--- src/hdl/fpba_pkg.sv ---
// Package for the fit policy block allocator: sizes, codes and the types
// carried along the cell chain. No dependencies.
package fpba_pkg;

  localparam int NUM_BLOCKS = 16;
  localparam int SIZE_BITS  = 16;
  localparam int IDX_W      = (NUM_BLOCKS > 1) ? $clog2(NUM_BLOCKS) : 1;
  localparam int LIM_W      = IDX_W + 1;

  localparam int OP_W       = 1;
  localparam int SLOT_W     = 4;
  localparam int AMT_W      = 16;
  localparam int CHOSEN_W   = 4;
  localparam int SPACE_W    = 16;
  localparam int MODE_W     = 2;
  localparam int BIU_W      = 5;
  localparam int CFG_IDX_W  = 1;
  localparam int CFG_DATA_W = 5;

  localparam logic [BIU_W-1:0] BIU_RESET = BIU_W'(16);

  typedef enum logic [OP_W-1:0] {
    OP_LOAD    = 1'b0,
    OP_REQUEST = 1'b1
  } op_e;

  typedef enum logic [MODE_W-1:0] {
    FIT_FIRST = 2'd0,
    FIT_BEST  = 2'd1,
    FIT_WORST = 2'd2
  } fit_mode_e;

  typedef enum logic [CFG_IDX_W-1:0] {
    REG_FIT_MODE      = 1'b0,
    REG_BLOCKS_IN_USE = 1'b1
  } cfg_reg_e;

  typedef enum logic [1:0] {
    ST_IDLE,
    ST_SCAN,
    ST_FINISH
  } ctrl_state_e;

  // search token handed from cell to cell
  typedef struct packed {
    logic [SIZE_BITS-1:0] amt;
    logic [MODE_W-1:0]    mode;
    logic [LIM_W-1:0]     limit;
    logic                 last;
    logic                 found;
    logic [IDX_W-1:0]     pick;
    logic [SIZE_BITS-1:0] pick_val;
  } tok_t;

  // entry write bus, shared by loads and charges
  typedef struct packed {
    logic                 en;
    logic [IDX_W-1:0]     idx;
    logic [SIZE_BITS-1:0] data;
  } wr_t;

endpackage

--- src/hdl/fpba_if.sv ---
// Valid/ready channel interfaces for request and result words.
// Depends on fpba_pkg.
interface fpba_in_if;
  import fpba_pkg::*;
  logic                valid;
  logic                ready;
  logic [OP_W-1:0]     operation;
  logic [SLOT_W-1:0]   block_slot;
  logic [AMT_W-1:0]    amount;
  logic                final_request;

  modport source (output valid, operation, block_slot, amount, final_request, input ready);
  modport sink   (input valid, operation, block_slot, amount, final_request, output ready);
endinterface

interface fpba_out_if;
  import fpba_pkg::*;
  logic                valid;
  logic                ready;
  logic                granted;
  logic [CHOSEN_W-1:0] chosen_block;
  logic [SPACE_W-1:0]  space_left;
  logic                batch_done;

  modport source (output valid, granted, chosen_block, space_left, batch_done, input ready);
  modport sink   (input valid, granted, chosen_block, space_left, batch_done, output ready);
endinterface

--- src/hdl/fpba_cell.sv ---
// One cell of the search chain: holds one free-space entry, updates the
// passing search token and registers it for the next cell. Depends on fpba_pkg.
module fpba_cell (
  input  logic                     clk_i,
  input  logic                     rst_ni,
  input  logic [fpba_pkg::IDX_W-1:0] cell_idx_i,
  input  fpba_pkg::wr_t            wr_i,
  input  logic                     tok_vld_i,
  input  fpba_pkg::tok_t           tok_i,
  output logic                     tok_vld_o,
  output fpba_pkg::tok_t           tok_o
);
  import fpba_pkg::*;

  logic [SIZE_BITS-1:0] entry_q;
  logic                 tok_vld_q;
  tok_t                 tok_q, tok_d;
  logic                 fits, take;

  always_comb begin
    tok_d = tok_i;
    fits  = ({1'b0, cell_idx_i} < tok_i.limit) && (entry_q >= tok_i.amt);
    take  = 1'b0;
    if (fits) begin
      if (!tok_i.found) begin
        take = 1'b1;
      end else if (tok_i.mode == FIT_BEST) begin
        take = entry_q < tok_i.pick_val;
      end else if (tok_i.mode == FIT_WORST) begin
        take = entry_q > tok_i.pick_val;
      end
    end
    if (take) begin
      tok_d.found    = 1'b1;
      tok_d.pick     = cell_idx_i;
      tok_d.pick_val = entry_q;
    end
  end

  always_ff @(posedge clk_i) begin
    if (wr_i.en && (wr_i.idx == cell_idx_i)) begin
      entry_q <= wr_i.data;
    end
    tok_q <= tok_d;
  end

  always_ff @(posedge clk_i or negedge rst_ni) begin
    if (!rst_ni) begin
      tok_vld_q <= 1'b0;
    end else begin
      tok_vld_q <= tok_vld_i;
    end
  end

  assign tok_vld_o = tok_vld_q;
  assign tok_o     = tok_q;

endmodule

--- src/hdl/fit_policy_block_allocator.sv ---
// Top level of the fit policy block allocator: control, configuration,
// result register and the chain of fpba_cell. Depends on fpba_pkg, fpba_if.
//
// A load word writes one table entry. A request word travels down a chain of
// NUM_BLOCKS cells, one cell per cycle, each cell holding one entry and
// comparing it against the best fit so far; the chosen entry is then charged
// and the result registered. Input is taken again once the result is
// registered, even while it waits to be read. Entries hold nothing useful
// until loaded.
module fit_policy_block_allocator (
  input  logic                            clk_i,
  input  logic                            rst_ni,
  fpba_in_if.sink                         req_i,
  fpba_out_if.source                      rsp_o,
  input  logic                            cfg_we_i,
  input  logic [fpba_pkg::CFG_IDX_W-1:0]  cfg_idx_i,
  input  logic [fpba_pkg::CFG_DATA_W-1:0] cfg_data_i
);
  import fpba_pkg::*;

  ctrl_state_e          state_q, state_d;
  logic [MODE_W-1:0]    fit_mode_q;
  logic [BIU_W-1:0]     biu_q;
  tok_t                 fin_q, fin_d;
  logic                 out_vld_q;
  logic                 out_granted_q, out_last_q;
  logic [CHOSEN_W-1:0]  out_chosen_q;
  logic [SPACE_W-1:0]   out_space_q;

  logic                 accept, out_load;
  logic [LIM_W-1:0]     limit;
  logic [SIZE_BITS-1:0] left;
  wr_t                  wr;
  logic                 tok_vld [NUM_BLOCKS+1];
  tok_t                 tok     [NUM_BLOCKS+1];

  assign req_i.ready = (state_q == ST_IDLE);
  assign accept      = req_i.valid && req_i.ready;

  always_comb begin
    if (32'(biu_q) > 32'(NUM_BLOCKS)) begin
      limit = LIM_W'(NUM_BLOCKS);
    end else begin
      limit = LIM_W'(biu_q);
    end
  end

  assign tok_vld[0]      = accept && (req_i.operation == OP_REQUEST);
  assign tok[0].amt      = SIZE_BITS'(req_i.amount);
  assign tok[0].mode     = fit_mode_q;
  assign tok[0].limit    = limit;
  assign tok[0].last     = req_i.final_request;
  assign tok[0].found    = 1'b0;
  assign tok[0].pick     = '0;
  assign tok[0].pick_val = '0;

  for (genvar k = 0; k < NUM_BLOCKS; k++) begin : g_cell
    fpba_cell u_cell (
      .clk_i      (clk_i),
      .rst_ni     (rst_ni),
      .cell_idx_i (IDX_W'(k)),
      .wr_i       (wr),
      .tok_vld_i  (tok_vld[k]),
      .tok_i      (tok[k]),
      .tok_vld_o  (tok_vld[k+1]),
      .tok_o      (tok[k+1])
    );
  end

  assign left = fin_q.pick_val - fin_q.amt;

  always_comb begin
    state_d  = state_q;
    fin_d    = fin_q;
    out_load = 1'b0;
    wr.en    = 1'b0;
    wr.idx   = IDX_W'(req_i.block_slot);
    wr.data  = SIZE_BITS'(req_i.amount);
    unique case (state_q)
      ST_IDLE: begin
        if (accept) begin
          if (req_i.operation == OP_REQUEST) begin
            state_d = ST_SCAN;
          end else begin
            wr.en = 32'(req_i.block_slot) < 32'(NUM_BLOCKS);
          end
        end
      end
      ST_SCAN: begin
        if (tok_vld[NUM_BLOCKS]) begin
          fin_d   = tok[NUM_BLOCKS];
          state_d = ST_FINISH;
        end
      end
      ST_FINISH: begin
        if (!out_vld_q || rsp_o.ready) begin
          out_load = 1'b1;
          wr.en    = fin_q.found;
          wr.idx   = fin_q.pick;
          wr.data  = left;
          state_d  = ST_IDLE;
        end
      end
      default: state_d = ST_IDLE;
    endcase
  end

  always_ff @(posedge clk_i or negedge rst_ni) begin
    if (!rst_ni) begin
      state_q    <= ST_IDLE;
      fit_mode_q <= FIT_FIRST;
      biu_q      <= BIU_RESET;
      out_vld_q  <= 1'b0;
    end else begin
      state_q <= state_d;
      if (cfg_we_i) begin
        unique case (cfg_idx_i)
          REG_FIT_MODE:      fit_mode_q <= cfg_data_i[MODE_W-1:0];
          REG_BLOCKS_IN_USE: biu_q      <= cfg_data_i[BIU_W-1:0];
          default: ;
        endcase
      end
      if (out_load) begin
        out_vld_q <= 1'b1;
      end else if (rsp_o.ready) begin
        out_vld_q <= 1'b0;
      end
    end
  end

  always_ff @(posedge clk_i) begin
    fin_q <= fin_d;
    if (out_load) begin
      out_granted_q <= fin_q.found;
      out_last_q    <= fin_q.last;
      out_chosen_q  <= fin_q.found ? CHOSEN_W'(fin_q.pick) : '0;
      out_space_q   <= fin_q.found ? SPACE_W'(left) : '0;
    end
  end

  assign rsp_o.valid        = out_vld_q;
  assign rsp_o.granted      = out_granted_q;
  assign rsp_o.chosen_block = out_chosen_q;
  assign rsp_o.space_left   = out_space_q;
  assign rsp_o.batch_done   = out_last_q;

endmodule
--- src/flat_wrapper.sv ---
// flat-port wrapper written by rule: the top's interface ports become plain ports
module fit_policy_block_allocator_flat import fpba_pkg::*;
  (clk_i, rst_ni, cfg_we_i, cfg_idx_i, cfg_data_i, req_i_valid, req_i_operation, req_i_block_slot, req_i_amount, req_i_final_request, req_i_ready, rsp_o_valid, rsp_o_granted, rsp_o_chosen_block, rsp_o_space_left, rsp_o_batch_done, rsp_o_ready);
  fpba_in_if req_i_i ();
  fpba_out_if rsp_o_i ();
  input  logic clk_i;
  input  logic rst_ni;
  input  logic cfg_we_i;
  input  logic [fpba_pkg::CFG_IDX_W-1:0] cfg_idx_i;
  input  logic [fpba_pkg::CFG_DATA_W-1:0] cfg_data_i;
  input wire logic [$bits(req_i_i.valid)-1:0] req_i_valid;
  input wire logic [$bits(req_i_i.operation)-1:0] req_i_operation;
  input wire logic [$bits(req_i_i.block_slot)-1:0] req_i_block_slot;
  input wire logic [$bits(req_i_i.amount)-1:0] req_i_amount;
  input wire logic [$bits(req_i_i.final_request)-1:0] req_i_final_request;
  output wire logic [$bits(req_i_i.ready)-1:0] req_i_ready;
  output wire logic [$bits(rsp_o_i.valid)-1:0] rsp_o_valid;
  output wire logic [$bits(rsp_o_i.granted)-1:0] rsp_o_granted;
  output wire logic [$bits(rsp_o_i.chosen_block)-1:0] rsp_o_chosen_block;
  output wire logic [$bits(rsp_o_i.space_left)-1:0] rsp_o_space_left;
  output wire logic [$bits(rsp_o_i.batch_done)-1:0] rsp_o_batch_done;
  input wire logic [$bits(rsp_o_i.ready)-1:0] rsp_o_ready;
  assign req_i_i.valid = req_i_valid;
  assign req_i_i.operation = req_i_operation;
  assign req_i_i.block_slot = req_i_block_slot;
  assign req_i_i.amount = req_i_amount;
  assign req_i_i.final_request = req_i_final_request;
  assign req_i_ready = req_i_i.ready;
  assign rsp_o_valid = rsp_o_i.valid;
  assign rsp_o_granted = rsp_o_i.granted;
  assign rsp_o_chosen_block = rsp_o_i.chosen_block;
  assign rsp_o_space_left = rsp_o_i.space_left;
  assign rsp_o_batch_done = rsp_o_i.batch_done;
  assign rsp_o_i.ready = rsp_o_ready;
  fit_policy_block_allocator u_core (.clk_i(clk_i), .rst_ni(rst_ni), .req_i(req_i_i), .rsp_o(rsp_o_i), .cfg_we_i(cfg_we_i), .cfg_idx_i(cfg_idx_i), .cfg_data_i(cfg_data_i));
endmodule
--- config.mk ---
export PLATFORM = sky130hd
export DESIGN_NAME = fit_policy_block_allocator_flat
export DESIGN_NICKNAME = d
export VERILOG_FILES = /design/src/hdl/fpba_pkg.sv /design/src/hdl/fpba_if.sv /design/src/hdl/fpba_cell.sv /design/src/hdl/fit_policy_block_allocator.sv /design/src/flat_wrapper.sv
export SDC_FILE = /design/constraint.sdc
export NUM_CORES = 2
export LEC_CHECK = 0
export ABC_AREA = 0
export BUFFER_PORTS_ARGS = -buffer_cell sky130_fd_sc_hd__buf_2
export CAP_MARGIN = 15
export CORE_MARGIN = 5
export CORE_UTILIZATION = 68
export DETAILED_ROUTE_END_ITERATION = 12
export GPL_ROUTABILITY_DRIVEN = 1
export MAX_ROUTING_LAYER = met4
export PLACE_DENSITY = 0.85
export SYNTH_ARGS = -nofsm -noshare
export SYNTH_HDL_FRONTEND = slang
export SYNTH_SLANG_ARGS = --single-unit
--- constraint.sdc ---
create_clock -name clk_i -period 6 [get_ports clk_i]
set_input_delay 0.3 -clock clk_i [delete_from_list [all_inputs] [get_ports clk_i]]
set_output_delay 0.3 -clock clk_i [all_outputs]
set_load 0.005 [all_outputs]
==> run metrics <==
Global Route Usage Sum=0.316; Detail Route Antenna Nets=0; Synth Area in Simple Gates=0.0821; syn avg cell area=11.8 um^2; CTS Buf Count=99; Synthesized Nets=4182; Setup CP Type=flip-flop to flip-flop; r2r setup slk=between 2 and 2.5 ns; YS warnings=0; Compound-Gate Fraction of Synth Area=0.0867; CP Capture Type=flip-flop; Final setup viols=0; final period utilization=0.586; VDD IR max=0.346 mV; Placer Congestion=0.921; Hold Path End=u_core.state_q[0]; post-cts resize count=0; CTS root buf=clkbuf_16; Synth cell types=71; DRC viols=0; Slew Limit Fails=0; clock skew=0.0323 ns; routed wire length=around 100 mm; Die Width=261 um; Setup WS pre-CTS=2.62 ns; dpl cell area=about 44000 um^2; CTS tree=done; Clock Latency Late Sink=roughly 0.67 ns; RSZ-0062 raised after global routing=no; fin area=48000 um^2; commonest non-fill, non-tap cells in the layout=dfxtp_1 (694), inv_1 (524), ha_1 (511); CP Launch Type=flip-flop; flops & latches, synth=between 1000 and 1500; largest net degree at the start of global routing=40; asr flop ratio synth=0.0251; Area Growth Syn to Fin=12.1%; worst-path maximum fanout=19; FMAX=284 MHz; R2R depth=7; post-synthesis xor/xnor area fraction=0.00184; CTS max path bufs=3; Reg area=24000 um^2; first-pass GRT wire length=between 150 and 200 mm; routing usage on met2=0.527; IO Count=between 50 and 60; layout cells sized above 1=0.140; commonest non-fill, non-tap cell in the layout=dfxtp_1; total power=19.3 mW; Pleak=about 21 nW; detailed-route via count=28500; fraction of synthesized area in multiplexers=0.0663; final hold vios=0; Die ar.=68100 um^2; met3 global-route usage=0.0604; met1 usage=0.387; number of global-route vias before repair=28900; HPWL Detailed=73.0 mm; Post-synth EDFFs=316; initial antenna violation count=4; worst-margin pin slew=1.22 ns; Data required, critical path=6.47 ns; setup TNS=0 ns; hold slack=0.0486 ns; Top FF cell, synth=dfxtp_1; hold wc startpoint=req_i_operation; status=finished, final reports clean; Rel. slew slack=0.186; Worst-path clk slew=0.06 ns; GRT overflow=0; nets=4354; post-synthesis sequential area ratio=0.561; MaxCap Viol Count=0; busiest grt layer=met2; Mapped Cells=3637; DR WL/cell=22.1 um; critical path data arrival time=3.99 ns; Adder-Cell Fraction of Synth Area=0.150; hold depth=3; Post-Syn Area=42800 um^2; footprint of the multi-input gates=between 15000 and 20000 um^2; RR Startpoint=u_core.g_cell[6].u_cell.entry_q[14]; depth of the CTS H-tree=3; P per Cell Area=403 nW/um^2; # clock sinks=1036; Rows=slightly above 90; Vias/cell=6.00; Die Y=261 um; Pre-antenna DRT Iters=6; largest family of logic cells by synthesized area=adder cells; Tmin final=3.52 ns; PortBufs=56; initial DRC count=2755; core area=between 60000 and 70000 um^2; Min-Delay Path Class=input port to flip-flop; Starting Density=0.682; Fillers=3608; min setup slack post-route=2.48 ns; R2R Path End=u_core.g_cell[6].u_cell.tok_o[0]
cell families after synthesis:
group | after synthesis
AOI/OAI and AO/OA | 577
muxes | 254
DFF | 1036
and+or+nand+nor | 664
adders and majority gates | 512
xor gates and xnor gates | 9
buffers and inverters | 585
flip-flops by register name, summed over array words and instances, names as in the netlist:
register and flops:
u_core.biu_q 5, u_core.fin_q 38, u_core.fit_mode_q 2, u_core.g_cell.u_cell.entry_q 256, u_core.g_cell.u_cell.tok_o 694, u_core.g_cell.u_cell.tok_vld_o 16
u_core.rsp_o.batch_done 1, u_core.rsp_o.chosen_block 4, u_core.rsp_o.granted 1, u_core.rsp_o.space_left 16, u_core.rsp_o.valid 1, u_core.state_q 2
through the flow:
stage	util	cells
3_3_place_gp	0.708	4526
4_1_cts	0.765	4739
5_1_grt	0.765	4742
2_1_floorplan	-	3637
6_report	0.765	4743
3_5_place_dp	0.708	4526
worst max path at each step:
stage	to	slack (ns)	start
global placement	u_core.g_cell[6].u_cell.tok_o[0]	2.72	u_core.g_cell[6].u_cell.entry_q[15]
detailed placement	u_core.g_cell[6].u_cell.tok_o[0]	2.62	u_core.g_cell[6].u_cell.entry_q[14]
floorplan	u_core.g_cell[0].u_cell.entry_q[12]	3.09	u_core.fin_q[29]
CTS	u_core.g_cell[6].u_cell.tok_o[0]	2.54	u_core.g_cell[6].u_cell.entry_q[14]
global route	u_core.g_cell[6].u_cell.tok_o[1]	2.27	u_core.g_cell[6].u_cell.entry_q[14]
finish	u_core.g_cell[6].u_cell.tok_o[0]	2.48	u_core.g_cell[6].u_cell.entry_q[14]
cell usage after synthesis, types with 19 or more instances:
| library cell | instances | area (um^2) |
|---|---|---|
| dfrtp_1 | 25 | 626 |
| o211ai_1 | 50 | 375 |
| nor2_1 | 101 | 379 |
| clkbuf_1 | 35 | 131 |
| a21o_1 | 33 | 248 |
| a31oi_1 | 21 | 131 |
| nor3_1 | 19 | 95.1 |
| a21oi_1 | 166 | 831 |
| nand2_1 | 134 | 503 |
| inv_1 | 524 | 1970 |
| buf_2 | 23 | 115 |
| nand3_1 | 110 | 551 |
| or2_2 | 29 | 181 |
| dfxtp_1 | 694 | 13900 |
| edfxtp_1 | 316 | 9490 |
| nor2b_1 | 38 | 238 |
| mux2i_1 | 19 | 190 |
| o21ai_0 | 131 | 656 |
| a211oi_1 | 27 | 203 |
| ha_1 | 511 | 6390 |
| o21a_1 | 28 | 210 |
| nand4_1 | 82 | 513 |
| mux2_2 | 232 | 2610 |
| nor3b_1 | 29 | 218 |
| nand2b_1 | 47 | 294 |
power by group:
group	internal, mW	switching (mW)
Combinational	1.73	2.09
Sequential	8.47	0.756
Clock	3.62	2.67
Total	13.8	5.51
cell type report:
type	count	area share
sequential	1036	0.501
multi-input combinational	2016	0.348
clock buffer	146	0.0593
inverter	526	0.0411
tap	846	0.0220
timing repair buffer	130	0.0188
clock inverter	41	0.00982
antenna	2	0.000104
critical path: stages (launching register included):
cell      delay (ns)
edfxtp_1        0.44
ha_1            0.35
nand4_1         0.19
nor4_1          0.43
a21bo_2         0.29
o211ai_2        0.35
mux2i_2         1.02
o311ai_0        0.26
repair_timing:
| item | CTS | global route |
|---|---|---|
| hold buffers | 26 | 0 |
| endpoints found under the setup margin | 0 | 0 |
| buffers inserted | 0 | 0 |
| hold endpoints to repair | 53 | 0 |
routing by layer:
metal	vias up	part of all wire
met3	319	0.076
met1	13800	0.39
met5	-	0
met4	0	0.043
met2	1176	0.49
li1	13200	-
Note: power is estimated with default switching activity, not from simulation.
